$ cat src/hdl/coordinate_id_bidirectional_map_unit_assert.svh
// Assertion macros for the coordinate/id map unit.
// Expects clk and rst in the scope where the macros are used.
`ifndef COORDINATE_ID_BIDIRECTIONAL_MAP_UNIT_ASSERT_SVH
`define COORDINATE_ID_BIDIRECTIONAL_MAP_UNIT_ASSERT_SVH
`ifndef SYNTHESIS
`define CIDM_CHECK(lbl, expr, msg) \
  lbl: assert property (@(posedge clk) disable iff (rst) (expr)) else $error(msg);
`define CIDM_CHECK_NEXT(lbl, ante, cons, msg) \
  lbl: assert property (@(posedge clk) disable iff (rst) (ante) |=> (cons)) else $error(msg);
`else
`define CIDM_CHECK(lbl, expr, msg)
`define CIDM_CHECK_NEXT(lbl, ante, cons, msg)
`endif
`endif

$ cat src/hdl/cidm_pkg.sv
// Shared types and constants of the coordinate/id map unit.
// No dependencies.
`timescale 1ns / 1ps
package cidm_pkg;
  localparam int NUM_DIMS = 4;
  localparam int MAX_DIMS = 4;
  localparam int DIM_IDX_W = 2;
  localparam int COORD_W = 10;
  localparam int ID_W = 8;
  localparam int ID_OUT_W = 9;
  localparam int LIMIT_W = 11;
  localparam int DIMS_W = 3;
  localparam int CFG_IDX_W = 3;
  localparam int CFG_DATA_W = 11;
  localparam int CMD_W = 2;
  localparam int IN_DATA_W = 48;
  localparam int OUT_DATA_W = 56;
  localparam int OUT_PAD_W = OUT_DATA_W - 1 - ID_OUT_W - NUM_DIMS * COORD_W;
  localparam int QUEUE_DEPTH = 2;
  localparam int QPTR_W = 1;
  localparam int QCNT_W = 2;

  localparam logic [DIMS_W-1:0] NUM_DIMS_RESET = 3'd4;
  localparam logic [ID_OUT_W-1:0] NONE_ID = 9'h1FF;

  localparam logic [CFG_IDX_W-1:0] CFG_NUM_DIMS = 3'd0;
  localparam logic [CFG_IDX_W-1:0] CFG_DIM_LIMIT_0 = 3'd1;
  localparam logic [CFG_IDX_W-1:0] CFG_DIM_LIMIT_LAST = 3'd4;

  typedef enum logic [CMD_W-1:0] {
    CMD_INSERT      = 2'd0,
    CMD_FIND_ID     = 2'd1,
    CMD_FIND_COORDS = 2'd2
  } cmd_t;

  typedef logic [NUM_DIMS-1:0][COORD_W-1:0] coords_t;

  typedef struct packed {
    cmd_t             cmd;
    coords_t          coords;
    logic [ID_W-1:0]  uid;
    logic             loc_hit;
  } op_t;

  typedef struct packed {
    logic              busy;
    logic [DIMS_W-1:0] dims;
  } cfg_status_t;
endpackage

$ cat src/hdl/cidm_queue.sv
// Two-entry queue between the front end and the table back end.
// Depends on cidm_pkg.
`timescale 1ns / 1ps
module cidm_queue #(
  parameter int WIDTH = 8
) (
  input  logic             clk,
  input  logic             rst,
  input  logic             push,
  input  logic [WIDTH-1:0] push_data,
  output logic             full,
  input  logic             pop,
  output logic             valid,
  output logic [WIDTH-1:0] data
);
  import cidm_pkg::*;

  logic [QUEUE_DEPTH-1:0][WIDTH-1:0] mem;
  logic [QPTR_W-1:0]                 wr_ptr;
  logic [QPTR_W-1:0]                 rd_ptr;
  logic [QCNT_W-1:0]                 count;
  logic                              do_push;
  logic                              do_pop;

  assign full    = (count == QCNT_W'(QUEUE_DEPTH));
  assign valid   = (count != '0);
  assign data    = mem[rd_ptr];
  assign do_push = push && !full;
  assign do_pop  = pop && valid;

  always_ff @(posedge clk) begin
    if (do_push) begin
      mem[wr_ptr] <= push_data;
    end
  end

  always_ff @(posedge clk) begin
    if (rst) begin
      wr_ptr <= '0;
      rd_ptr <= '0;
      count  <= '0;
    end else begin
      if (do_push) begin
        wr_ptr <= wr_ptr + QPTR_W'(1);
      end
      if (do_pop) begin
        rd_ptr <= rd_ptr + QPTR_W'(1);
      end
      if (do_push && !do_pop) begin
        count <= count + QCNT_W'(1);
      end else if (do_pop && !do_push) begin
        count <= count - QCNT_W'(1);
      end
    end
  end
endmodule

$ cat config.mk
export PLATFORM = sky130hd
export DESIGN_NAME = cidm_queue
export DESIGN_NICKNAME = d
export VERILOG_FILES = /design/src/hdl/coordinate_id_bidirectional_map_unit_assert.svh /design/src/hdl/cidm_pkg.sv /design/src/hdl/cidm_queue.sv
export SDC_FILE = /design/constraint.sdc
export NUM_CORES = 1
export LEC_CHECK = 0
export BUFFER_PORTS_ARGS = -buffer_cell sky130_fd_sc_hd__buf_2
export CAP_MARGIN = 20
export CORE_ASPECT_RATIO = 1.1
export CORE_MARGIN = 10
export CORE_UTILIZATION = 45
export CTS_BUF_LIST = sky130_fd_sc_hd__clkbuf_4
export DETAILED_ROUTE_END_ITERATION = 12
export GPL_ROUTABILITY_DRIVEN = 0
export MAX_ROUTING_LAYER = met4
export PLACE_DENSITY = 0.72
export SLEW_MARGIN = 10
export SYNTH_ARGS = -nofsm -noshare
export SYNTH_HDL_FRONTEND = slang
export SYNTH_SLANG_ARGS = --single-unit
$ cat constraint.sdc
create_clock -name clk -period 2 [get_ports clk]
set_input_delay 0 -clock clk [delete_from_list [all_inputs] [get_ports clk]]
set_output_delay 0 -clock clk [all_outputs]
set_load 0.01 [all_outputs]
; Word level (Yosys, flattened, before mapping)
; Cells that the tools add are included.
[word_totals]
input_bits = 12
word_cells = 30
output_inout_bits = 10
reg_bits = 20
[classes]
muxes = 7
n_addsub = 4
n_eq_ne = 1
magnitude_cmp = 3
reduce_logical = 10
[ops]
columns = operator, n
row1 = $mux W8, 3
row2 = $bwmux W16, 1
row3 = $demux W8 S1, 1
row4 = $logic_and A1 B1 Y1, 5
row5 = $lt A1 B2 Y1 const B, 2
row6 = $mux W2, 2
row7 = $reduce_bool A2 Y1, 2
row8 = $logic_not A1 Y1, 3
row9 = $add A1 B1 Y1 const B, 2
row10 = $add A2 B1 Y2 const B, 1
row11 = $eq A2 B2 Y1 const B, 1
row12 = $sub A2 B1 Y2 const B, 1
row13 = $ge A1 B1 Y1 const B, 1

; Longest topological paths before layout
[depth]
ltp_word = 7
depth_mapped = 6
ltp_nobuf = 6

; Worst setup path before layout
; Ideal clock, no wire load.
[synth_timing]
path_type = reg-to-reg
start = register count[1]
end = register count[1]
setup_ps = 70
t_arrival_ps = 1410
synth_period_minus_slack_ps = 1480
required_ps = 1930
n_path_buf = 0
setup_slack_ps = 520
path_stages_with_launch = 6
cell_sequence = dfxtp_1 > nor2b_2 > nor2_1 > ha_1 > or3_1 > a21oi_1
[synth_via]
elab_chain_len = 6
elab_cells_between_ends = 14
cone_classes = add/sub: 2 / eq/ne: 1 / mux: 2 / reduce/logical: 9
[synth_lines]
columns = element, line_no
row1 = "start, declared", cidm_queue.sv:21  ; logic [QCNT_W-1:0] count;
row2 = "start signal, assigned", cidm_queue.sv:50  ; count <= count + QCNT_W'(1);
row3 = "start signal, assigned", cidm_queue.sv:52  ; count <= count - QCNT_W'(1);
row4 = $eq A2 B2 Y1 *, cidm_queue.sv:25  ; assign full = (count == QCNT_W'(QUEUE_DEPTH));
row5 = net full, cidm_queue.sv:11  ; output logic full,
row6 = $logic_not A1 Y1 *, cidm_queue.sv:28  ; assign do_push = push && !full;
row7 = $logic_and A1 B1 Y1 *, cidm_queue.sv:28
row8 = net do_push, cidm_queue.sv:22  ; logic do_push;
row9 = $logic_not A1 Y1, cidm_queue.sv:51  ; end else if (do_pop && !do_push) begin
row10 = $logic_and A1 B1 Y1, cidm_queue.sv:51
row11 = $reduce_bool A2 Y1 (no source line), --
; The timed path passes the listed nets; every way through them passes the cells marked *. The select of a mux whose other input is x is not followed.
; A chain may end at the register's enable or synchronous reset.

; Final worst setup path
[layout_timing]
start = register count[0]
end = register count[1]
[layout_via]
elab_chain_len = 6
elab_cells_between_ends = 14
cone_classes = add/sub: 2 / eq/ne: 1 / mux: 2 / reduce/logical: 9
[layout_lines]
columns = element, line_no
row1 = $eq A2 B2 Y1, cidm_queue.sv:25
row2 = $logic_not A1 Y1, cidm_queue.sv:28
row3 = $logic_and A1 B1 Y1, cidm_queue.sv:28
row4 = $logic_not A1 Y1, cidm_queue.sv:51
row5 = $logic_and A1 B1 Y1, cidm_queue.sv:51
row6 = $reduce_bool A2 Y1 (no source line), --
; Parallel ways exist; a longest one is shown, timed or not. The select of a mux whose other input is x is not followed.

==> results.json <==
{
  "die_w_um": 59.5,
  "syn_avg_cell_area_um2": 16.1,
  "first_iter_violations": 7,
  "htree_num_levels": 1,
  "drv_cap": 0,
  "arrival_ps": 1790,
  "synthTopCellsByCount": "edfxtp_1, mux2_2, dfxtp_1",
  "hold_viol": 0,
  "final_layout_size_suffix_gt1_share_pct": 43.2,
  "ir_drop_uv": 900,
  "slew_viol_final": 0,
  "synth_most_common_cell": "edfxtp_1",
  "insertion_delay_ps": 290,
  "grt_overflow": 0,
  "num_antenna_cells": 0,
  "clock-root-buffer": "clkbuf_4",
  "cts_resized": 0,
  "numCtsBuffers": 3,
  "post_cts_buffers": 0,
  "vias_per_cell": 4.84,
  "start_kind": "flip-flop",
  "power.density_nw_per_um2": 1220,
  "critical_path_peak_fanout": 5,
  "reg2reg_from": "count[0]$_SDFFE_PP0P_",
  "num_vias": 474,
  "clkSinkCount": 20,
  "min_path_cells": 4,
  "leakagePower_nw": 0.422,
  "synth.area.top_cells": "edfxtp_1, mux2_2, dfxtp_1",
  "fin_skew_ps": 6.19,
  "period_share_pct": 78.2,
  "p_total_mw": 1.26,
  "critPathKind": "flip-flop to flip-flop",
  "drtAntennaViolNets": 0,
  "hp-class": "input port to flip-flop",
  "die_area_um2": 3770,
  "status": "finished clean",
  "syn_nets": 61,
  "fin_tns_setup_ps": 0,
  "syn_inst": 48,
  "wl_um": 1400,
  "start_util_pct": 48.4,
  "layout_min_cycle_time_ps": 1560,
  "wl_per_cell_um": 14.3,
  "fmax_ghz": 0.639,
  "firstDrtPassIters": 4,
  "grt_max_degree": 13,
  "clockBufferDepth": 2,
  "r2r_end": "count[1]$_SDFFE_PP0P_",
  "synth_seq_cells": 20,
  "nets": 95,
  "final_core_util_pct": 64.9,
  "synth_top_area_share_pct": 62.2,
  "port_buffers": 21,
  "grt_usage_pct": 8.04,
  "drc_errors": 0,
  "core.rowCount": 15,
  "reg2reg_depth": 4,
  "antenna_found_initial": 0,
  "cp-end-kind": "flip-flop",
  "hpwl_um": 960,
  "cts_tree": "yes",
  "core_area_um2": 1600,
  "setup_viol": 0,
  "clkSlewWorstSetupHoldPaths_ps": 100,
  "synth_area_um2": 772,
  "whs_endpoint": "wr_ptr$_SDFFE_PP0P_",
  "ys_seq_area_share_pct": 72.6,
  "grt_pass1_vias": 575,
  "synth_edf_count": 16,
  "rsz0062_at_grt": "false",
  "r2r_setup_slack_ps": 440,
  "die_h_um": 63.4,
  "synthFlopType": "edfxtp_1",
  "min_from": "push",
  "synthArstFlopShare_pct": 0,
  "worst_slew_pin_slew_ps": 438,
  "synth_top_area_cell": "edfxtp_1",
  "synth_cell_types": 14,
  "grt_pass1_wl_um": 2360,
  "slew_headroom_pct": 70.8,
  "io_pins": 22,
  "area_growth_pct": 34.2,
  "final_area_um2": 1040,
  "ys_warn_count": 0,
  "required_ps": 2220,
  "placed_cell_area_um2": 893
}
==> flip-flops by register name, summed over array words and instances (netlist names) <==
name / flops
mem: 16
count: 2
rd_ptr: 1
wr_ptr: 1
==> cells in the final DEF, fill, tap and decap left out, drive strengths merged, types with 2 or more instances in the layout <==
| master | instances |
|---|---|
| a21oi | 2 |
| buf | 21 |
| clkbuf | 3 |
| dfxtp | 4 |
| dlygate4sd3 | 9 |
| edfxtp | 16 |
| inv | 2 |
| mux2 | 8 |
| nor2 | 3 |
| o21ai | 3 |
| or3 | 2 |
| xor2 | 3 |
==> through the flow <==
stage / setup WS [ps] / hold WS [ps] / std cells
global placement: 516 / 187 / 85
floorplan: 520 / 69.1 / 48
global route: 331 / 145 / 98
finish: 435 / 96.2 / 98
CTS: 428 / 82.9 / 98
detailed placement: 437 / 192 / 85
==> worst max-delay path, stage by stage, from the launching register on <==
cell and delay, ps:
dfxtp_1 370, o21ai_0 310, ha_1 340, or3_1 350
a21oi_1 140
==> what timing repair did <==
item                                    CTS  global route
endpoints found under the setup margin    0             0
hold buffers                              9             0
hold endpoints to repair                 20             0
==> kinds of logic (layout without fill, tap and decap cells) <==
logic type                 after synthesis  count (layout)  share of synthesized area [%]
AOI/OAI and AO/OA                        5               5                           3.24
xor gates and xnor gates                 3               3                           3.40
adders and majority gates                1               1                           1.62
buffers and inverters                    3              36                           1.62
DFF                                     20              20                           72.6
muxes                                    8               8                           11.7
and+or+nand+nor                          8               8                           5.84
==> power by group <==
part / leakage (nW) / total (mW) / switching, mW / internal, mW
registers: 0.183 / 0.586 / 0.0568 / 0.529
clock network: 0.0279 / 0.315 / 0.113 / 0.202
logic: 0.211 / 0.360 / 0.173 / 0.187
==> worst max path at each step <==
stage,endpoint,depth (start not counted),start,slack (ps)
floorplan,count[1]$_SDFFE_PP0P_,5,count[1]$_SDFFE_PP0P_,520
detailed placement,count[1]$_SDFFE_PP0P_,4,count[0]$_SDFFE_PP0P_,440
CTS,count[1]$_SDFFE_PP0P_,4,count[0]$_SDFFE_PP0P_,430
global placement,count[1]$_SDFFE_PP0P_,4,count[0]$_SDFFE_PP0P_,520
finish,count[1]$_SDFFE_PP0P_,4,count[0]$_SDFFE_PP0P_,440
global route,count[1]$_SDFFE_PP0P_,4,count[0]$_SDFFE_PP0P_,330
==> layer usage <==
layer / vias to the layer above / routed length (µm) / global-route usage, %
li1: 239 / - / -
met1: 220 / 599 / 8.34
met2: 15 / 690 / 13.5
met3: 0 / 107 / 3.01
met4: 0 / 0 / 2.53
met5: - / 0 / -
==> final cells by class <==
type	instances	area, µm²
clock buffers	3	22.5
flip-flops and latches	20	561
repair buffers	30	195
multi-input cells	25	199
inverters	2	7.51
fillers	118	559
clock inverters	1	30.0
well taps	17	21.3
(Power assumes the default switching activity.)
