`src/hdl/coordinate_id_bidirectional_map_unit_assert.svh`:
```
// Assertion macros for the coordinate/id map unit.
// Expects clk and rst in the scope where the macros are used.
`ifndef COORDINATE_ID_BIDIRECTIONAL_MAP_UNIT_ASSERT_SVH
`define COORDINATE_ID_BIDIRECTIONAL_MAP_UNIT_ASSERT_SVH
`ifndef SYNTHESIS
`define CIDM_CHECK(lbl, expr, msg) \
  lbl: assert property (@(posedge clk) disable iff (rst) (expr)) else $error(msg);
`define CIDM_CHECK_NEXT(lbl, ante, cons, msg) \
  lbl: assert property (@(posedge clk) disable iff (rst) (ante) |=> (cons)) else $error(msg);
`else
`define CIDM_CHECK(lbl, expr, msg)
`define CIDM_CHECK_NEXT(lbl, ante, cons, msg)
`endif
`endif

```
`src/hdl/cidm_pkg.sv`:
```
// Shared types and constants of the coordinate/id map unit.
// No dependencies.
`timescale 1ns / 1ps
package cidm_pkg;
  localparam int NUM_DIMS = 4;
  localparam int MAX_DIMS = 4;
  localparam int DIM_IDX_W = 2;
  localparam int COORD_W = 10;
  localparam int ID_W = 8;
  localparam int ID_OUT_W = 9;
  localparam int LIMIT_W = 11;
  localparam int DIMS_W = 3;
  localparam int CFG_IDX_W = 3;
  localparam int CFG_DATA_W = 11;
  localparam int CMD_W = 2;
  localparam int IN_DATA_W = 48;
  localparam int OUT_DATA_W = 56;
  localparam int OUT_PAD_W = OUT_DATA_W - 1 - ID_OUT_W - NUM_DIMS * COORD_W;
  localparam int QUEUE_DEPTH = 2;
  localparam int QPTR_W = 1;
  localparam int QCNT_W = 2;

  localparam logic [DIMS_W-1:0] NUM_DIMS_RESET = 3'd4;
  localparam logic [ID_OUT_W-1:0] NONE_ID = 9'h1FF;

  localparam logic [CFG_IDX_W-1:0] CFG_NUM_DIMS = 3'd0;
  localparam logic [CFG_IDX_W-1:0] CFG_DIM_LIMIT_0 = 3'd1;
  localparam logic [CFG_IDX_W-1:0] CFG_DIM_LIMIT_LAST = 3'd4;

  typedef enum logic [CMD_W-1:0] {
    CMD_INSERT      = 2'd0,
    CMD_FIND_ID     = 2'd1,
    CMD_FIND_COORDS = 2'd2
  } cmd_t;

  typedef logic [NUM_DIMS-1:0][COORD_W-1:0] coords_t;

  typedef struct packed {
    cmd_t             cmd;
    coords_t          coords;
    logic [ID_W-1:0]  uid;
    logic             loc_hit;
  } op_t;

  typedef struct packed {
    logic              busy;
    logic [DIMS_W-1:0] dims;
  } cfg_status_t;
endpackage

```
`src/hdl/cidm_cfg.sv`:
```
// Configuration registers and stride sequencer of the coordinate/id map unit.
// Depends on cidm_pkg.
`timescale 1ns / 1ps
module cidm_cfg #(
  parameter int LOC_DEPTH = 1024,
  localparam int STRIDE_W = $clog2(LOC_DEPTH + 1)
) (
  input  logic                                         clk,
  input  logic                                         rst,
  input  logic                                         cfg_we,
  input  logic [cidm_pkg::CFG_IDX_W-1:0]               cfg_index,
  input  logic [cidm_pkg::CFG_DATA_W-1:0]              cfg_data,
  output cidm_pkg::cfg_status_t                        status,
  output logic [cidm_pkg::NUM_DIMS-1:0][STRIDE_W-1:0]  strides,
  output logic [STRIDE_W-1:0]                          cap
);
  import cidm_pkg::*;

  localparam int PROD_W = STRIDE_W + LIMIT_W;

  typedef enum logic {ST_IDLE, ST_RUN} state_t;

  state_t                              state;
  logic [DIMS_W-1:0]                   num_dims;
  logic [NUM_DIMS-1:0][LIMIT_W-1:0]    dim_limit;
  logic [DIM_IDX_W-1:0]                step;
  logic [STRIDE_W-1:0]                 acc;
  logic [STRIDE_W-1:0]                 acc_next;
  logic [PROD_W-1:0]                   prod;
  logic [DIMS_W-1:0]                   dims;
  logic                                in_use;

  always_comb begin
    if (num_dims == '0) begin
      dims = DIMS_W'(1);
    end else if (num_dims > DIMS_W'(MAX_DIMS)) begin
      dims = DIMS_W'(MAX_DIMS);
    end else begin
      dims = num_dims;
    end
  end

  // saturate at the table depth: any larger stride already lands out of range
  assign prod = PROD_W'(acc) * PROD_W'(dim_limit[step]);
  assign acc_next = (prod > PROD_W'(LOC_DEPTH)) ? STRIDE_W'(LOC_DEPTH) : prod[STRIDE_W-1:0];
  assign in_use = DIMS_W'(step) < dims;

  always_ff @(posedge clk) begin
    if (rst) begin
      state     <= ST_RUN;
      step      <= DIM_IDX_W'(NUM_DIMS - 1);
      acc       <= STRIDE_W'(1);
      num_dims  <= NUM_DIMS_RESET;
      dim_limit <= {NUM_DIMS{LIMIT_W'(1)}};
    end else if (cfg_we) begin
      if (cfg_index == CFG_NUM_DIMS) begin
        num_dims <= cfg_data[DIMS_W-1:0];
      end else if (cfg_index >= CFG_DIM_LIMIT_0 && cfg_index <= CFG_DIM_LIMIT_LAST) begin
        dim_limit[DIM_IDX_W'(cfg_index - CFG_DIM_LIMIT_0)] <= cfg_data;
      end
      state <= ST_RUN;
      step  <= DIM_IDX_W'(NUM_DIMS - 1);
      acc   <= STRIDE_W'(1);
    end else if (state == ST_RUN) begin
      if (in_use) begin
        strides[step] <= acc;
        acc           <= acc_next;
      end else begin
        strides[step] <= '0;
      end
      if (step == '0) begin
        state <= ST_IDLE;
        cap   <= in_use ? acc_next : acc;
      end else begin
        step <= step - DIM_IDX_W'(1);
      end
    end
  end

  assign status.busy = (state == ST_RUN);
  assign status.dims = dims;
endmodule

```
`config.mk`:
```
export PLATFORM = sky130hd
export DESIGN_NAME = cidm_cfg
export DESIGN_NICKNAME = d
export VERILOG_FILES = /design/src/hdl/coordinate_id_bidirectional_map_unit_assert.svh /design/src/hdl/cidm_pkg.sv /design/src/hdl/cidm_cfg.sv
export SDC_FILE = /design/constraint.sdc
export NUM_CORES = 1
export LEC_CHECK = 0
export ABC_AREA = 0
export BUFFER_PORTS_ARGS = -buffer_cell sky130_fd_sc_hd__buf_4
export CAP_MARGIN = 0
export CORE_MARGIN = 2
export CORE_UTILIZATION = 60
export CTS_BUF_LIST = sky130_fd_sc_hd__clkbuf_8
export DETAILED_ROUTE_END_ITERATION = 8
export MAX_ROUTING_LAYER = met4
export PLACE_DENSITY = 0.89
export SLEW_MARGIN = 0
export SYNTH_ARGS = -nofsm -noshare
export SYNTH_HDL_FRONTEND = slang
export SYNTH_SLANG_ARGS = --single-unit
```
`constraint.sdc`:
```
create_clock -name clk -period 7.7 [get_ports clk]
set_input_delay 0.385 -clock clk [delete_from_list [all_inputs] [get_ports clk]]
set_output_delay 0.385 -clock clk [all_outputs]
set_load 0.02 [all_outputs]
```
; After elaboration in Yosys (flattened, before gate mapping)
; Cells that the tools add are included.
[totals]
regBits = 116
output_inout_bits = 59
[op_classes]
n_mul = 1
order_cmp = 9
n_addsub = 2
n_reduce_logical = 12
bitwise_logic = 6
muxes = 15
[ops]
columns = op, count
row1 = $bwmux 44, 2
row2 = $mux 11, 5
row3 = $and 44x44->44, 1
row4 = $demux 11 s2, 2
row5 = $mux 44, 1
row6 = $not 44->44, 1
row7 = $bmux 11 s2, 1
row8 = $gt 22x11->1 const B, 1
row9 = $mul 11x11->22, 1
row10 = $logic_not 3->1, 2
row11 = $lt 2x3->1 const B, 2
row12 = $mux 3, 2
row13 = $reduce_and 3->1, 2
row14 = $ge 2x1->1 const B, 2
row15 = $not 1->1, 4
row16 = $reduce_and 2->1, 2
row17 = $reduce_and 4->1, 1
row18 = $sub 2x1->2 const B, 2
row19 = $ge 3x1->1 const B, 1
row20 = $gt 3x3->1 const B, 1
row21 = $le 3x3->1 const B, 1
row22 = $logic_and 1x1->1, 3
row23 = $lt 2x3->1, 1
row24 = $logic_not 2->1, 1
row25 = other kinds (2), 3

; Depth between registers and ports, before layout
; Gate-level depths: netlist of run 1.
[depth]
ltp_word = 7
depth_mapped = 25
mapped_depth_nobuf = 21

; Worst setup path before layout of run 1
; No wires, ideal clock.
[synth_timing]
path_kind = reg-to-reg
start = reg step[0]
end = reg cap[10], data pin
slack_ps = 863
t_required_ps = 7439
stages_incl_launch_ff = 21
arrival_ps = 6576
period_less_slack_ps = 6837
cell_sequence = dfxtp_1 > buf_1 > mux4_2 > clkbuf_1 > and2_1 > fa_1 > fa_1 > fa_1 > fa_1 > inv_1 > fa_1 > inv_1 > ha_1 > clkbuf_1 > a21o_1 > xnor2_1 > nor4_1 > o21ai_0 > a2111oi_0 > or4b_4 > o32a_1
[synth_between]
elab_chain_len = 6
word_cells_on_any_way = 7
[synth_rtl]
columns = element, line
row1 = "start, declared", cidm_cfg.sv:26  ; logic [DIM_IDX_W-1:0] step;
row2 = "start signal, assigned", cidm_cfg.sv:51  ; step <= DIM_IDX_W'(NUM_DIMS - 1);
row3 = "start signal, assigned", cidm_cfg.sv:62  ; step <= DIM_IDX_W'(NUM_DIMS - 1);
row4 = "start signal, assigned", cidm_cfg.sv:75  ; step <= step - DIM_IDX_W'(1);
row5 = $bmux 11 s2, cidm_cfg.sv:44  ; assign prod = PROD_W'(acc) * PROD_W'(dim_limit[step]);
row6 = $mux 11 (implied by the code), cidm_cfg.sv:44
row7 = $mul 11x11->22, cidm_cfg.sv:44
row8 = $gt 22x11->1, cidm_cfg.sv:45  ; assign acc_next = (prod > PROD_W'(LOC_DEPTH)) ? STRIDE_W'(LOC_DEPTH) : prod[STRIDE_W-1:0];
row9 = $mux 11, cidm_cfg.sv:45
row10 = $mux 11 (*), --
row11 = "end signal, assigned", cidm_cfg.sv:73  ; cap <= in_use ? acc_next : acc;
row12 = "end, declared", cidm_cfg.sv:15  ; output logic [STRIDE_W-1:0] cap
; Mark *: on every way between the ends. The rest lies on a longest branch, timed or not. The select of a mux whose other input is x is not followed.
; A chain may end at the register's enable or synchronous reset.

; Worst setup path after layout of run 1
[layout_timing]
start = reg step[1]
end = reg cap[10], data pin
; Same word-level chain as after synthesis.

==> results of run 1 <==
[through the flow]
stage / std cells / cell area (µm²) / setup slack, ps
floorplan: 980 / 9180 / 863
global placement: 1187 / 9800 / 769
detailed placement: 1187 / 9800 / 615
CTS: 1219 / 10300 / 616
global route: 1219 / 10300 / 242
finish: 1219 / 10300 / 562
[where the power goes]
group / switching (mW) / internal [mW]
logic: 0.0806 / 0.0470
clock network: 0.285 / 0.399
registers: 0.0133 / 0.657
[Yosys cell counts (9+ instances only)]
cell type and count:
nand2_1 182, inv_1 103, fa_1 80, and2_1 74, ha_1 65, dfxtp_1 61, a21oi_1 58, edfxtp_1 55
clkbuf_1 53, a22o_1 44, nor2_1 33, o21ai_0 18, nand3_1 12, mux4_2 11, o31ai_1 11, buf_1 9
nand3b_1 9, xnor2_1 9
[flip-flops by register name, summed over array words and instances (netlist names)]
name       count
cap           11
step           2
acc           11
dim_limit     44
strides       44
state          1
num_dims       3
[per-layer routing]
| metal | up-vias | track usage [%] |
|---|---|---|
| met3 | 104 | 5.80 |
| met4 | 0 | 11.6 |
| met2 | 464 | 47.6 |
| li1 | 3340 | - |
| met5 | - | - |
| met1 | 3589 | 37.1 |
[cell type report]
class | instances | area (µm²)
multi-input combinational | 694 | 5660
fill | 1041 | 4820
sequential | 116 | 2870
timing repair buffer | 86 | 646
inverter | 103 | 387
clock buffer | 18 | 248
tap | 188 | 235
clock inverter | 14 | 223
[logic make-up (layout without fill, tap and decap cells)]
family                   count (synthesis)  count (layout)  share of synthesized area (%)
AND/OR/NAND/NOR                        358             358                           18.7
XOR/XNOR                                14              14                           1.34
flip-flops                             116             116                           31.3
adder cells (fa/ha/maj)                145             145                           26.3
buffers and inverters                  170             221                           7.11
AO/OA/AOI/OAI                          162             162                           12.1
multiplexers                            15              15                           3.15
[path summary, 6_finish.rpt]
| path | depth (start not counted) | to | start |
|---|---|---|---|
| setup / recovery | 21 | cap[10] | step[1] |
| hold / removal | 2 | num_dims[2] | cfg_data[2] |
| setup reg to reg | 21 | cap[10] | step[1] |
| hold reg to reg | 2 | dim_limit[40] | dim_limit[40] |
==> results.toml, run 1 <==
[status]
run_status = "finished, final reports clean"

[clocking]
cts_setup_buffers = 0
cts_tree = "built"
cts_root_buf = "clkbuf_8"
clock_path_buffers = 2
cts_max_level = 4
path_clk_slew_ps = 80
worstSkewPairLatency_ps = 450
cts.hold.buffers_added = 0
numCtsBuffers = 17
ctsResizeCount = 0
cts.sinks = 116

[worst_setup_path]
cp.required_ps = 7890
path_class = "reg -> reg"
worst-path-max-fanout = 22
worstPathCellList = "buf_4 -> mux4_2 -> and2_1 -> fa_1 -> inv_1 -> fa_1 -> inv_1 -> fa_1 -> inv_1 -> fa_1 -> inv_1 -> ha_1 -> ha_1 -> a21oi_1 -> o21ai_1 -> or3_1 -> nand2_1 -> a311oi_1 -> a2111oi_0 -> or4b_4 -> o32a_1"
path_buf_inv = 5
crit_slowest_cell = "or4b_4"
max_stage_delay_ps = 660
reg2reg_slack_ps = 560
path_delay_family = "adder cells"
cp-end-kind = "flip-flop"
crit_arrival_ps = 7330
cp-start-kind = "flip-flop"

[detailed_routing]
dr.first_iter.drc_count = 920
dr_wl_met2_mm = 11.2
ant_nets = 0
drcViolationCount = 0
firstDrtPassIters = 9
wl_met1_mm = 8.99
vias = 7497
top_layer = "met4"
via_per_inst = 6.15
wl_mm = 23.3
post_drt_wl_per_cell_um = 19.1
wl_met3_mm = 2.30

[die]
die_h_um = 128
boundaryPins = 76
die-area_mm2 = 0.0163
start_util_pct = 60.8
fp.dieW_um = 128
coreArea_mm2 = 0.0151
rows = 45

[sta]
finalCritPeriodShare_pct = 92.7
drv_slew = 0
final.min_clock_period_ps = 7140
maxSlewHeadroom_pct = 20.4
rsz0062_at_grt = "no"
timing.fmax_mhz = 140
hold_viol_final = 0
setup_tns_ps = 0
holdWs_ps = 199
worst_pin_slew_ps = 1190
clock_skew_ps = 14.1
setup_viol = 0

[yosys]
synthTopCellsByArea = "edfxtp_1, fa_1, dfxtp_1"
synth_seq_cells = 116
synth.largest_area_cell = "edfxtp_1"
netlist_instances = 980
async_flop_share_pct = 0
ys_warn_count = 0
synth-edff-count = 55
ys.flop_type = "dfxtp_1"
synthesis.area_mm2 = 0.00918
synth_cell_types = 59
syn_avg_cell_area_um2 = 9.37
synthesis.nets = 1142
synth_top_area_share_pct = 18.0
ys_seq_area_share_pct = 31.3

[final_layout]
diodes = 0
area_growth_pct = 11.9
final_nets = 1180
layout_commonest_cell = "nand2_1"
layout_common_cells = "nand2_1, inv_1, buf_4"
post-route-util_pct = 68.1
drive_gt1_share_pct = 13.5

[power]
power_density_mw_per_mm2 = 144
ir_drop_mv = 0.174
p_total_mw = 1.48
p_leak_nw = 4.62

[grt]
grt_antenna_before_repair = 0
grt_max_degree = 50
grt_pass1_wl_mm = 36.8
grt_pass1_vias = 7558
grt_use_total_pct = 29.6
grt_overflow = 0

[placed_design]
io_buffers = 75
gp_congestion = 0.936
dp_hpwl_mm = 16.4

[worst_hold_path]
hold_path_class = "in -> reg"

[run]
drv_cap = 0
No activity file was read; power rests on OpenSTA's default activity.
==> run 2: changes to the inputs <==
CORE_MARGIN = not set   (was 2)
GPL_TIMING_DRIVEN = 0   (was not set)
clock period = 8 ns   (was 7.7 ns; I/O delays follow)
==> run 2 against run 1 <==
Effect of this change: die area fell by 3.1%; design area rose by 1.0%; highest routed layer unchanged; fmax fell by 6.6%; largest power group is now sequential cells; clock skew fell by 4.5 ps; critical path depth did not move; combinational power rose by 7%; wire length rose by 6.1%; critical endpoint is now cap[2]; total power fell by 11%.
==> results.toml, run 2 (synthesis results as in run 1) <==
[detailed_routing]
drcViolationCount = 0
firstDrtPassIters = 5
via_per_inst = 6.24
vias = 7923
dr.first_iter.drc_count = 901
wl_mm = 24.7
ant_nets = 0
post_drt_wl_per_cell_um = 19.5

[sta]
clock_skew_ps = 9.59
timing.fmax_mhz = 131
drv_slew = 0
worst_pin_slew_ps = 1040
setup_viol = 0
finalCritPeriodShare_pct = 95.5
hold_viol_final = 0
final.min_clock_period_ps = 7640
setup_tns_ps = 0
maxSlewHeadroom_pct = 30.5
rsz0062_at_grt = "no"

[clocking]
cts.sinks = 116
cts_max_level = 4
cts_root_buf = "clkbuf_8"
cts_tree = "built"
worstSkewPairLatency_ps = 440
clock_path_buffers = 2
path_clk_slew_ps = 80
cts_setup_buffers = 0
numCtsBuffers = 17

[worst_setup_path]
path_common_cell = "fa_1"
cp.required_ps = 8240
crit_arrival_ps = 7880
crit_slowest_cell = "mux4_2"
cp-start-kind = "flip-flop"
worst-r2r-cell-count = 21
worstPathCellList = "clkbuf_4 -> mux4_2 -> clkbuf_1 -> and2_1 -> fa_1 -> fa_1 -> fa_1 -> fa_1 -> inv_1 -> fa_1 -> inv_1 -> ha_1 -> clkbuf_1 -> nand3_1 -> a211oi_1 -> nand2b_1 -> a311oi_1 -> a2111oi_0 -> or4b_4 -> buf_2 -> o21ai_0"
worst-path-max-fanout = 10
path_class = "reg -> reg"
max_stage_delay_ps = 580
cp-end-kind = "flip-flop"

[die]
rows = 44
die-area_mm2 = 0.0158
fp.dieW_um = 126
coreArea_mm2 = 0.0148
start_util_pct = 62.2
die_h_um = 126
boundaryPins = 76

[grt]
grt_use_total_pct = 33.3
grt_pass1_vias = 7817
grt_overflow = 0
grt_antenna_before_repair = 0
grt_pass1_wl_mm = 39.5
grt_max_degree = 17

[power]
power_density_mw_per_mm2 = 128
p_leak_nw = 4.61
ir_drop_mv = 0.199

[final_layout]
reg.largest.list = "dim_limit x44, strides x44"
layout_commonest_cell = "nand2_1"
final_nets = 1235
layoutNonFillerInstCount = 1270
layout_common_cells = "nand2_1, inv_1, fa_1"
area_growth_pct = 13.0
diodes = 0
drive_gt1_share_pct = 12.4
fillers = 1058

[worst_hold_path]
holdPathStages = 3
hold_path_class = "in -> reg"

[placed_design]
placed_cells = 1239
gp_congestion = 0.926
io_buffers = 75
dp_hpwl_mm = 17.4

[run]
drv_cap = 0

[status]
run_status = "finished, final reports clean"
run 2: cell types whose count changed in the layout (fill, tap and decap cells not counted), moves of 2 or more:
cell	change
buf_1	+7
clkbuf_1	+52
buf_2	+2
clkbuf_4	+2
buf_4	-10
bufinv_16	-3
clkinvlp_4	+6
run 2: cell type report:
type	count	area, µm²	area share, %
inverter	103	387	3.73
buffer	66	270	2.60
tap	184	230	2.22
clock buffer	17	234	2.25
sequential	116	2870	27.7
clock inverter	15	158	1.52
timing repair buffer	75	563	5.43
multi-input combinational	694	5660	54.6
run 2: through the flow:
step	util [%]	total power, mW	instance area, µm²	hold WS (ps)	worst slack [ps]
after global placement	67.6	0.781	9970	438	126
after global routing	70.3	1.36	10400	213	37.8
final	70.3	1.32	10400	217	360
after CTS	70.3	1.31	10400	210	4.40
after floorplan	-	0.735	9180	433	1160
after detailed placement	67.6	0.785	9970	445	24.8
run 2: path summary, 6_finish.rpt:
check	endpoint	slack, ps	start
max	cap[2]	360	step[0]
min	dim_limit[32]	220	cfg_data[10]
max reg2reg	cap[2]	360	step[0]
min reg2reg	dim_limit[26]	460	dim_limit[26]
run 2: metal layers:
| layer | part of all wire (%) | up-vias | global-route usage, % |
|---|---|---|---|
| li1 | - | 3461 | - |
| met1 | 37 | 3806 | 40.8 |
| met2 | 48 | 540 | 51.6 |
| met3 | 10 | 116 | 8.03 |
| met4 | 4.7 | 0 | 17.1 |
| met5 | 0 | - | - |
run 2: worst max-delay path, delay by kind of cell (launching register included):
| kind | cells | cell delay [ps] |
|---|---|---|
| AO/OA/AOI/OAI | 4 | 1040 |
| AND/OR/NAND/NOR | 4 | 1190 |
| multiplexers | 1 | 580 |
| flip-flops | 1 | 460 |
| buffers and inverters | 6 | 1200 |
| adder cells (fa/ha/maj) | 6 | 2930 |
run 2: power by group:
| part | internal (mW) | switching [mW] |
|---|---|---|
| clock network | 0.277 | 0.267 |
| registers | 0.632 | 0.0107 |
| logic | 0.0484 | 0.0883 |
run 2: timing repair:
action                     in CTS  in global routing
gates resized for setup         1                  8
setup endpoints to repair       1                 22
hold buffers                    0                  0
