**src/hdl/coordinate_id_bidirectional_map_unit_assert.svh**
```systemverilog
// Assertion macros for the coordinate/id map unit.
// Expects clk and rst in the scope where the macros are used.
`ifndef COORDINATE_ID_BIDIRECTIONAL_MAP_UNIT_ASSERT_SVH
`define COORDINATE_ID_BIDIRECTIONAL_MAP_UNIT_ASSERT_SVH
`ifndef SYNTHESIS
`define CIDM_CHECK(lbl, expr, msg) \
  lbl: assert property (@(posedge clk) disable iff (rst) (expr)) else $error(msg);
`define CIDM_CHECK_NEXT(lbl, ante, cons, msg) \
  lbl: assert property (@(posedge clk) disable iff (rst) (ante) |=> (cons)) else $error(msg);
`else
`define CIDM_CHECK(lbl, expr, msg)
`define CIDM_CHECK_NEXT(lbl, ante, cons, msg)
`endif
`endif

```
**src/hdl/cidm_pkg.sv**
```systemverilog
// Shared types and constants of the coordinate/id map unit.
// No dependencies.
`timescale 1ns / 1ps
package cidm_pkg;
  localparam int NUM_DIMS = 4;
  localparam int MAX_DIMS = 4;
  localparam int DIM_IDX_W = 2;
  localparam int COORD_W = 10;
  localparam int ID_W = 8;
  localparam int ID_OUT_W = 9;
  localparam int LIMIT_W = 11;
  localparam int DIMS_W = 3;
  localparam int CFG_IDX_W = 3;
  localparam int CFG_DATA_W = 11;
  localparam int CMD_W = 2;
  localparam int IN_DATA_W = 48;
  localparam int OUT_DATA_W = 56;
  localparam int OUT_PAD_W = OUT_DATA_W - 1 - ID_OUT_W - NUM_DIMS * COORD_W;
  localparam int QUEUE_DEPTH = 2;
  localparam int QPTR_W = 1;
  localparam int QCNT_W = 2;

  localparam logic [DIMS_W-1:0] NUM_DIMS_RESET = 3'd4;
  localparam logic [ID_OUT_W-1:0] NONE_ID = 9'h1FF;

  localparam logic [CFG_IDX_W-1:0] CFG_NUM_DIMS = 3'd0;
  localparam logic [CFG_IDX_W-1:0] CFG_DIM_LIMIT_0 = 3'd1;
  localparam logic [CFG_IDX_W-1:0] CFG_DIM_LIMIT_LAST = 3'd4;

  typedef enum logic [CMD_W-1:0] {
    CMD_INSERT      = 2'd0,
    CMD_FIND_ID     = 2'd1,
    CMD_FIND_COORDS = 2'd2
  } cmd_t;

  typedef logic [NUM_DIMS-1:0][COORD_W-1:0] coords_t;

  typedef struct packed {
    cmd_t             cmd;
    coords_t          coords;
    logic [ID_W-1:0]  uid;
    logic             loc_hit;
  } op_t;

  typedef struct packed {
    logic              busy;
    logic [DIMS_W-1:0] dims;
  } cfg_status_t;
endpackage

```
**src/hdl/cidm_front.sv**
```systemverilog
// Front end: accepts items, forms the flat index and classifies it against capacity.
// Depends on cidm_pkg.
`timescale 1ns / 1ps
module cidm_front #(
  parameter int LOC_DEPTH = 1024,
  localparam int STRIDE_W = $clog2(LOC_DEPTH + 1),
  localparam int LOC_AW = $clog2(LOC_DEPTH)
) (
  input  logic                                         clk,
  input  logic                                         rst,
  input  logic                                         hold,
  input  logic                                         s_tvalid,
  output logic                                         s_tready,
  input  logic [cidm_pkg::IN_DATA_W-1:0]               s_tdata,  // coord_0..coord_3, user_id
  input  logic [cidm_pkg::CMD_W-1:0]                   s_tuser,  // command
  input  logic [cidm_pkg::NUM_DIMS-1:0][STRIDE_W-1:0]  strides,
  input  logic [STRIDE_W-1:0]                          cap,
  input  logic                                         q_full,
  output logic                                         push,
  output cidm_pkg::op_t                                push_op,
  output logic [LOC_AW-1:0]                            push_addr
);
  import cidm_pkg::*;

  localparam int PROD_W = STRIDE_W + COORD_W;
  localparam int SUM_W = PROD_W + 2;

  logic                              a_valid;
  cmd_t                              a_cmd;
  coords_t                           a_coords;
  logic [ID_W-1:0]                   a_uid;
  logic [NUM_DIMS-1:0][PROD_W-1:0]   a_prod;
  coords_t                           in_coords;
  logic [SUM_W-1:0]                  sum;

  assign in_coords = coords_t'(s_tdata[NUM_DIMS*COORD_W-1:0]);
  assign s_tready = !hold && (!a_valid || push);
  assign push = a_valid && !q_full;

  always_ff @(posedge clk) begin
    if (rst) begin
      a_valid <= 1'b0;
    end else if (s_tvalid && s_tready) begin
      a_valid  <= 1'b1;
      a_cmd    <= cmd_t'(s_tuser);
      a_coords <= in_coords;
      a_uid    <= s_tdata[NUM_DIMS*COORD_W +: ID_W];
      for (int i = 0; i < NUM_DIMS; i++) begin
        a_prod[i] <= PROD_W'(in_coords[i]) * PROD_W'(strides[i]);
      end
    end else if (push) begin
      a_valid <= 1'b0;
    end
  end

  always_comb begin
    sum = '0;
    for (int i = 0; i < NUM_DIMS; i++) begin
      sum = sum + SUM_W'(a_prod[i]);
    end
  end

  assign push_op.cmd     = a_cmd;
  assign push_op.coords  = a_coords;
  assign push_op.uid     = a_uid;
  assign push_op.loc_hit = sum < SUM_W'(cap);
  assign push_addr       = sum[LOC_AW-1:0];
endmodule

```
**config.mk**
```make
export PLATFORM = sky130hd
export DESIGN_NAME = cidm_front
export DESIGN_NICKNAME = d
export VERILOG_FILES = /design/src/hdl/coordinate_id_bidirectional_map_unit_assert.svh /design/src/hdl/cidm_pkg.sv /design/src/hdl/cidm_front.sv
export SDC_FILE = /design/constraint.sdc
export NUM_CORES = 1
export LEC_CHECK = 0
export BUFFER_PORTS_ARGS = -buffer_cell sky130_fd_sc_hd__buf_2
export CAP_MARGIN = 20
export CORE_MARGIN = 4
export CORE_UTILIZATION = 59
export DETAILED_ROUTE_END_ITERATION = 8
export PLACE_DENSITY = 0.79
export RECOVER_POWER = 100
export SLEW_MARGIN = 20
export SYNTH_ARGS = -nofsm -noshare
export SYNTH_HDL_FRONTEND = slang
export SYNTH_SLANG_ARGS = --single-unit
export TNS_END_PERCENT = 20
```
**constraint.sdc**
```tcl
create_clock -name clk -period 7.3 [get_ports clk]
set_clock_uncertainty 0.05 [all_clocks]
set_input_delay 1.095 -clock clk [delete_from_list [all_inputs] [get_ports clk]]
set_output_delay 1.095 -clock clk [all_outputs]
set_load 0.03 [all_outputs]
```
Word-level counts from Yosys, hierarchy flattened
Index checks and enable logic that the tools add are counted.
{ "totals": {"reg_bits": 135, "input_bits": 110, "out_inout_bits": 63, "word_cells": 31} }
{ "classes": {"add_sub_neg": 3, "n_mul": 4, "order_cmp": 1, "mux": 2, "bitwise": 1, "reduce_logical": 9} }
{ "op_table": {"columns": ["op", "n"], "rows": [
  ["10-bit by 11-bit multiplier with 21-bit output", 4],
  ["22-bit by 21-bit adder with 23-bit output", 1],
  ["23-bit by 21-bit adder with 23-bit output", 1],
  ["23-bit by 11-bit < comparator with 1-bit output", 1],
  ["21-bit by 21-bit adder with 22-bit output", 1],
  ["1-bit logical AND", 3],
  ["1-bit logical NOT", 3],
  ["1-bit two-way mux", 2],
  ["2-bit AND reduction", 1],
  ["2-bit nonzero test", 1],
  ["1-bit logical OR", 1],
  ["1-bit inverter", 1]
]} }

Depth between registers and ports, before layout
Gate-level depths: netlist (run 1).
{ "logic_depth": {"word_depth": 6, "ltp_mapped": 22, "depth_no_buf": 22} }

Worst setup path before layout (run 1)
Ideal clock, no wire load.
{ "synth_timing": {"kind": "register -> output", "startpoint": "register a_prod[1] (netlist bit)", "endpoint": "output port push_op[0] (netlist bit)", "arrival_time_ns": 5.188, "required_time_ns": 6.155, "path_slack_ns": 0.967, "path_stages_with_launch": 23, "n_path_buf": 0, "path_cell_list": "edfxtp_1 -> inv_1 -> fa_1 -> inv_1 -> fa_1 -> ha_1 -> inv_1 -> fa_1 -> nor2b_4 -> o31a_1 -> o211ai_2 -> nand2_1 -> a21oi_1 -> xnor2_1 -> ha_1 -> nand4_1 -> nor2_1 -> a31oi_1 -> nand2_1 -> a211oi_1 -> nand4_1 -> a211o_1 -> nor4_2"} }
{ "synth_lines": {"columns": ["element", "line_no", "source"], "rows": [
  ["start, declared", "cidm_front.sv:32", "logic [NUM_DIMS-1:0][PROD_W-1:0] a_prod;"],
  ["start signal, assigned by index", "cidm_front.sv:49", "a_prod[i] <= PROD_W'(in_coords[i]) * PROD_W'(strides[i]);"],
  ["end, declared", "cidm_front.sv:20", "output cidm_pkg::op_t push_op,"]
]} }

==> PnR_summary.wiki, run 1 <==
{| class="wikitable"
! Metric !! Value
|-
| Result of the run || finished with violations
|-
| Violated checks || max-capacitance violations, max-slew violations
|-
| Residual overflow from global routing || 0
|-
| Number of enable flip-flop cells after synthesis || 134
|-
| Top layer used by detailed routing || met4
|-
| Share of flip-flops with an asynchronous set or reset || 0
|-
| Antenna-violating nets left || 0
|-
| Maximum buffer depth of the clock tree || 2
|-
| Buffers inserted by post-CTS timing repair || 0
|-
| Port Buffers || 172
|-
| Clock latency at the later pin of the worst-skew pair || 0.44 ns
|-
| Most used DFF post-synth || sky130_fd_sc_hd__edfxtp_1
|-
| DRC violation count after routing || 0
|-
| Kind of end point of the critical path || primary output
|-
| Minimum setup slack among reg-to-reg paths || 1.83 ns
|-
| Layout Nets || 2925
|-
| Clock tree from TritonCTS || built
|-
| Initial antenna violation count || 0
|-
| Crit path launch type || flop
|-
| Clock transition at path regs || 0.07 ns
|-
| RSZ-0062 raised after global routing || no
|-
| Die Height || 196.1 um
|-
| Total net switching power || 5.089 mW
|-
| Aggregate global-route resource usage || 0.2547
|-
| Arrival time of data at the critical path endpoint || 5.80 ns
|-
| Worst slew slack as a fraction of its limit || -0.8276
|-
| DP Worst Slack || 0.7647 ns
|-
| Ordered list of cells on the worst path || inv_1 > fa_1 > inv_1 > fa_1 > ha_1 > inv_1 > fa_1 > nor2b_4 > o31a_1 > o211ai_2 > nand2_1 > a21oi_1 > xnor2_2 > ha_1 > nand4_1 > nor2_1 > a31oi_1 > nand2_1 > a211oi_1 > nand4_1 > a211o_1 > nor4_4 > clkbuf_2
|-
| Launch instance of the worst register-to-register path || a_valid
|-
| Vias in the first global route || 15980
|-
| Count of hold buffers inserted by post-cts repair || 0
|-
| Endpoint of the most critical register-to-register path || push_op[14]
|-
| Depth of the most critical reg-to-reg path || 4
|-
| Netlist Area Pre-Place || 0.02087 mm2
|-
| Max capacitance violation total || 2
|-
| Total length of routed met2 wires || 23610 um
|-
| Category of cells accounting for the largest share of critical-path delay || adder cells
|-
| Total buffers and inverters traversed by the critical path || 4
|-
| Worst EP required || 6.15 ns
|-
| Final critical delay including setup and external delays || 6.940 ns
|-
| Final weighted congestion in routability-driven placement || 0.9302
|-
| Num CTS Buffers || 17
|-
| Total wire length after detailed routing || 46860 um
|-
| Fin worst setup slack || 0.3599 ns
|-
| Setup violators final || 0
|-
| Count of placed standard cells in the final layout, fillers left out || 2705
|-
| Source of the worst hold timing path || a_valid
|-
| Largest net degree at the start of global routing || 72
|-
| Number of flip-flops and latches in the synthesized netlist || 135
|-
| Maximum fanout along the worst path || 3
|-
| First-pass iteration count of the detailed router || 7
|-
| Relative contribution of sequential cells to total power || 0.130
|-
| Std-Cell Rows || 68
|-
| Cell count of the worst hold path || 2
|-
| Slowest library cell on the worst path || sky130_fd_sc_hd__fa_1
|-
| Path length in cells of the critical path || 23
|-
| Largest stage delay on the critical path || 0.53 ns
|-
| Die area || 0.03844 mm2
|-
| Internal power contribution || 4.886 mW
|-
| Count of warnings emitted by yosys || 0
|-
| Fill cells || 2837
|-
| Adder-Cell Fraction of Synth Area || 0.4624
|-
| Post-Synthesis Mean Instance Area || 9.852 um2
|-
| Post-Route M1 WL || 19820 um
|-
| Post-DP HPWL || 38060 um
|-
| Largest family of logic cells by synthesized area || adder cells
|-
| Avg Vias per Cell || 5.588
|-
| Net Count, Synth || 2806
|-
| I/O pin total || 173
|-
| Pwr/cell area || 442.9 mW/mm2
|-
| Initial standard-cell utilization of the core || 0.6011
|-
| Maximum ir drop on the vdd rail || 0.0008258 V
|-
| Compound-Gate Fraction of Synth Area || 0.06692
|-
| Static leakage || 10.99 nW
|-
| Global-route wire length before repair || 79470 um
|-
| Detail-routed net length per standard cell || 17.32 um
|-
| H-tree depth reported by CTS || 4
|-
| Hold-critical path endpoint || a_valid
|-
| Area overhead of the layout relative to synthesis || 7.951%
|-
| Final count of hold timing violations || 0
|-
| Library cells used by synthesis || 62
|-
| Core occupancy in the finished layout || 0.6489
|-
| Cell Count Post-Placement || 2672
|-
| CTS root buf || sky130_fd_sc_hd__clkbuf_16
|-
| Final antenna diode count || 0
|-
| Post-synthesis mux area share || 0.0009594
|-
| Switching part of the total || 0.5102
|-
| Die width || 196.1 um
|-
| Maximum frequency from static timing analysis || 144.1 MHz
|-
| Metal3 WL || 2724 um
|-
| Pins over their slew limit || 118
|-
| Worst Hold Margin || 0.4236 ns
|-
| Simple-gate share of the synthesized area || 0.1579
|-
| # resized after CTS || 0
|-
| Fraction of final layout cells sized beyond drive strength 1 || 0.05111
|-
| Share of total power in combinational logic || 0.774
|-
| Final period util || 0.9507
|-
| Worst-margin pin slew || 2.741 ns
|-
| Vias || 15120
|-
| Clock sinks || 135
|-
| Total Negative Setup Slacks || 0 ns
|-
| Critical path class || reg2out
|-
| Sequential share of the synthesized area || 0.1938
|-
| Violation count after the first detailed-route iteration || 962
|-
| Clock Power Share || 0.096
|-
| Total core area || 0.03471 mm2
|-
| Worst Hold Class || reg2reg
|-
| Xor and xnor area share after synthesis || 0.03190
|-
| Gate Count Post-Synth || 2118
|}
## routing by layer
layer / global-route usage / vias up
met3: 0.04019 / 64
met5: 0 / -
li1: - / 6963
met1: 0.3466 / 7623
met2: 0.4341 / 466
met4: 0.06025 / 0
## flip-flops by register name (all words and copies together), names as in the netlist
name / flops
a_prod: 84
push_op: 40
a_uid: 8
a_cmd: 2
a_valid: 1
## placed cells by master (no fill, tap or decap), drive strengths merged, types with 21 or more instances in the layout
master / count
o21ai: 47
a21oi: 56
buf: 68
fa: 322
and2: 266
nand2: 225
inv: 413
nor3: 21
ha: 256
nor2: 51
clkbuf: 123
edfxtp: 134
xnor2: 62
## metrics by stage
stage / total power [mW] / cell area, um2
floorplan: 7.029 / 20870
global placement: 8.774 / 22030
detailed placement: 8.870 / 22030
CTS: 9.942 / 22660
global route: 11.01 / 22530
finish: 9.976 / 22530
## power by group through the flow
stage               Sequential, mW  Clock [mW]  Combinational [mW]
floorplan                     1.29           0                5.74
global placement              1.31           0                7.47
detailed placement            1.31           0                7.56
CTS                           1.29       0.977                7.67
global route                  1.30        1.01                8.70
finish                        1.29       0.963                7.72
## cell type report
| type | count | area, um2 | area share |
|---|---|---|---|
| Clock buffer | 17 | 425.4 | 0.01889 |
| Clock inverter | 15 | 201.4 | 0.008943 |
| Inverter | 404 | 1516 | 0.06732 |
| Multi-Input combinational cell | 1505 | 15030 | 0.6672 |
| Sequential cell | 135 | 4044 | 0.1795 |
| Tap cell | 455 | 569.3 | 0.02527 |
| Timing Repair Buffer | 174 | 740.7 | 0.03288 |
## worst max path at each step
stage / from / to / slack (ns)
after CTS: a_prod[1] / push_op[0] / 0.23
final: a_prod[1] / push_op[0] / 0.36
after floorplan: a_prod[1] / push_op[0] / 0.97
after global placement: a_prod[1] / push_op[0] / 0.89
after detailed placement: a_prod[0] / push_op[0] / 0.76
after global routing: a_prod[1] / push_op[0] / 0.06
## kinds of logic (layout without fill, tap and decap cells)
| group | after synthesis | in the layout |
|---|---|---|
| AOI/OAI and AO/OA | 208 | 208 |
| xor gates and xnor gates | 76 | 76 |
| adders and majority gates | 578 | 578 |
| buffers and inverters | 478 | 610 |
| DFF | 135 | 135 |
| muxes | 2 | 2 |
| and+or+nand+nor | 641 | 641 |
## worst register-to-register path: stages, from the launching register on
cell and delay (ns):
sky130_fd_sc_hd__dfxtp_1 0.32, sky130_fd_sc_hd__a21oi_1 0.17, sky130_fd_sc_hd__and3b_1 0.89, sky130_fd_sc_hd__clkbuf_1 2.01, sky130_fd_sc_hd__clkbuf_2 1.54
## cell usage after synthesis, types with 8 or more instances
master | instances | area share
sky130_fd_sc_hd__a21oi_1 | 54 | 0.013
sky130_fd_sc_hd__xor2_1 | 14 | 0.0059
sky130_fd_sc_hd__o21bai_1 | 13 | 0.0047
sky130_fd_sc_hd__nor3_1 | 21 | 0.0050
sky130_fd_sc_hd__nand2b_1 | 11 | 0.0033
sky130_fd_sc_hd__o21ai_0 | 46 | 0.011
sky130_fd_sc_hd__and2_1 | 266 | 0.080
sky130_fd_sc_hd__clkbuf_1 | 73 | 0.013
sky130_fd_sc_hd__fa_1 | 322 | 0.31
sky130_fd_sc_hd__nor2b_1 | 8 | 0.0024
sky130_fd_sc_hd__inv_1 | 404 | 0.073
sky130_fd_sc_hd__a31oi_1 | 14 | 0.0042
sky130_fd_sc_hd__edfxtp_1 | 134 | 0.19
sky130_fd_sc_hd__and3_1 | 10 | 0.0030
sky130_fd_sc_hd__xnor2_1 | 62 | 0.026
sky130_fd_sc_hd__nand3_1 | 20 | 0.0048
sky130_fd_sc_hd__nand2_1 | 225 | 0.040
sky130_fd_sc_hd__nor2_1 | 51 | 0.0092
sky130_fd_sc_hd__ha_1 | 256 | 0.15
sky130_fd_sc_hd__a21o_1 | 12 | 0.0043
(Power assumes the default switching activity.)
==> inputs of run 2 (changes only) <==
==> constraint.sdc (replaced) <==
create_clock -name clk -period 7.3 [get_ports clk]
set_clock_uncertainty 0.05 [all_clocks]
set_input_delay 0.365 -clock clk [delete_from_list [all_inputs] [get_ports clk]]
set_output_delay 0.365 -clock clk [all_outputs]
set_load 0.03 [all_outputs]
==> PnR_summary.wiki, run 2 (same netlist as run 1, synthesis figures left out) <==
{| class="wikitable"
! Metric !! Value
|-
| Pwr/cell area || 437.8 mW/mm2 (-1.1%)
|-
| Largest net degree at the start of global routing || 72 (unchanged)
|-
| Detail-routed net length per standard cell || 17.14 um (-1.1%)
|-
| Violated checks || max-capacitance violations, max-slew violations
|-
| Commonest cells after routing, fill and taps aside || sky130_fd_sc_hd__inv_1 (404), sky130_fd_sc_hd__fa_1 (322), sky130_fd_sc_hd__ha_1 (256)
|-
| Crit path launch type || flop
|-
| Num CTS Buffers || 17 (unchanged)
|-
| Final antenna diode count || 0 (unchanged)
|-
| Initial antenna violation count || 0 (unchanged)
|-
| Static leakage || 10.95 nW (-0.37%)
|-
| Worst slew slack as a fraction of its limit || -1.636 (-0.8087)
|-
| Antenna-violating nets left || 0 (unchanged)
|-
| Slowest library cell on the worst path || sky130_fd_sc_hd__nor4_1
|-
| Most common cell after layout, fill and taps aside || sky130_fd_sc_hd__inv_1
|-
| Final period util || 0.9226 (-0.02806)
|-
| H-tree depth reported by CTS || 4 (unchanged)
|-
| Port Buffers || 172 (unchanged)
|-
| Count of placed standard cells in the final layout, fillers left out || 2705 (unchanged)
|-
| Total buffers and inverters traversed by the critical path || 4 (unchanged)
|-
| Die area || 0.03844 mm2 (unchanged)
|-
| Final count of hold timing violations || 0 (unchanged)
|-
| Max capacitance violation total || 2 (unchanged)
|-
| Buffers inserted by post-CTS timing repair || 0 (unchanged)
|-
| Minimum setup slack among reg-to-reg paths || 2.47 ns (+0.64 ns)
|-
| Std-Cell Rows || 68 (unchanged)
|-
| Kind of end point of the critical path || primary output
|-
| Fill cells || 2813 (-0.85%)
|-
| Layout Nets || 2925 (unchanged)
|-
| Vias in the first global route || 15950 (-0.16%)
|-
| I/O pin total || 173 (unchanged)
|-
| Total core area || 0.03471 mm2 (unchanged)
|-
| Avg Vias per Cell || 5.538 (-0.91%)
|-
| Largest register by flop count || a_prod
|-
| Category of cells accounting for the largest share of critical-path delay || adder cells
|-
| Core occupancy in the finished layout || 0.6471 (-0.001766)
|-
| Worst Hold Class || in2reg
|-
| Fraction of final layout cells sized beyond drive strength 1 || 0.05022 (-0.0008889)
|-
| Setup violators final || 0 (unchanged)
|-
| RSZ-0062 raised after global routing || no
|-
| Cell Count Post-Placement || 2672 (unchanged)
|-
| Cell count of the worst hold path || 1 (-1)
|-
| Count of hold buffers inserted by post-cts repair || 0 (unchanged)
|-
| Clock transition at path regs || 0.07 ns (about the same)
|-
| Area overhead of the layout relative to synthesis || 7.657%
|-
| Worst EP required || 6.88 ns (+0.73 ns)
|-
| Clock latency at the later pin of the worst-skew pair || 0.44 ns (about the same)
|-
| # resized after CTS || 0 (unchanged)
|-
| Depth of the most critical reg-to-reg path || 3 (-1)
|-
| CTS root buf || sky130_fd_sc_hd__clkbuf_16
|-
| Critical path class || reg2out
|-
| Maximum fanout along the worst path || 3 (unchanged)
|-
| Initial standard-cell utilization of the core || 0.6011 (unchanged)
|-
| Final critical delay including setup and external delays || 6.735 ns (-0.2048 ns)
|-
| Total wire length after detailed routing || 46370 um (-1.1%)
|-
| Post-DP HPWL || 37900 um (-0.42%)
|-
| Final weighted congestion in routability-driven placement || 0.9308 (about the same)
|-
| Sequential standard cell area || 0.004044 mm2 (unchanged)
|-
| Flip-flop count of the largest register after layout || 84 (unchanged)
|-
| Die Height || 196.1 um (unchanged)
|-
| Maximum buffer depth of the clock tree || 2 (unchanged)
|-
| Die width || 196.1 um (unchanged)
|-
| Result of the run || finished with violations
|-
| Maximum frequency from static timing analysis || 148.5 MHz (+3.0%)
|-
| Pins over their slew limit || 115 (-2.5%)
|-
| Global-route wire length before repair || 78780 um (-0.87%)
|-
| Multi-input logic area || 0.01501 mm2 (-0.15%)
|-
| Aggregate global-route resource usage || 0.2531 (-0.001584)
|-
| Launch instance of the worst register-to-register path || a_valid
|-
| DRC violation count after routing || 0 (unchanged)
|-
| Hold-critical path endpoint || a_uid[7]
|-
| Residual overflow from global routing || 0 (unchanged)
|-
| Endpoint of the most critical register-to-register path || push_op[17]
|-
| Vias || 14980 (-0.91%)
|-
| Ordered list of cells on the worst path || inv_1 > fa_1 > inv_1 > fa_1 > ha_1 > inv_1 > fa_1 > nor2b_4 > o31a_1 > o211ai_2 > nand2_1 > a21oi_1 > xnor2_1 > ha_1 > nor2b_1 > o21ai_0 > o2111ai_1 > a211oi_1 > nand4_1 > a211o_1 > nor4_1 > buf_2
|-
| Source of the worst hold timing path || s_tdata[47]
|-
| Worst Hold Margin || 0.03488 ns (-0.3887 ns)
|-
| Arrival time of data at the critical path endpoint || 6.32 ns (+0.52 ns)
|-
| Total Negative Setup Slacks || 0 ns (unchanged)
|-
| Total Power || 9.835 mW (-1.4%)
|-
| Clock tree from TritonCTS || built
|-
| Worst-margin pin slew || 3.954 ns (+1.213 ns)
|-
| Largest stage delay on the critical path || 0.65 ns (+0.12 ns)
|-
| Violation count after the first detailed-route iteration || 822 (-15%)
|-
| First-pass iteration count of the detailed router || 5 (-2)
|-
| Clock sinks || 135 (unchanged)
|-
| Maximum ir drop on the vdd rail || 0.0005417 V (-34%)
|}
run 2: cell count changes in the layout (fill, tap and decap cells not counted), sizes merged:
cell / previous run / this run
inv: 413 / 412
buf: 68 / 70
clkinvlp: 0 / 3
bufinv: 3 / 1
clkbuf: 123 / 121
run 2: per-layer routing:
metal  track usage  share of wire  up-vias
li1              -              -     6969
met1        0.3408           0.43     7560
met2        0.4288           0.50      396
met3       0.04431          0.057       54
met4       0.06672          0.018        0
met5             0              0        -
run 2: how the worst max path moves through the flow:
stage / startpoint / to / depth (start not counted)
floorplan: a_prod[1] / push_op[0] / 22
detailed placement: a_prod[1] / push_op[0] / 22
global route: a_prod[1] / push_op[0] / 22
finish: a_prod[1] / push_op[0] / 22
CTS: a_prod[1] / push_op[0] / 22
global placement: a_prod[1] / push_op[0] / 22
run 2: power breakdown:
part	switching (mW)	leakage, nW	total [mW]	internal (mW)
clock	0.408	0.281	0.892	0.484
combinational	4.57	9.44	7.65	3.08
sequential	0.0616	1.23	1.29	1.23
total	5.04	11.0	9.84	4.80
run 2: layout make-up:
cell class / instances / area share
clock buffer: 17 / 0.01894
clock inverter: 15 / 0.007241
inverter: 404 / 0.06751
multi-input combinational: 1505 / 0.6680
sequential: 135 / 0.1800
tap: 455 / 0.02534
timing repair buffer: 174 / 0.03297
run 2: metrics by stage:
stage	instance area (um2)	setup slack, ns
floorplan	20870	1.697
global placement	22030	1.622
detailed placement	22030	1.491
CTS	22620	0.9604
global route	22460	0.3248
finish	22460	0.5648
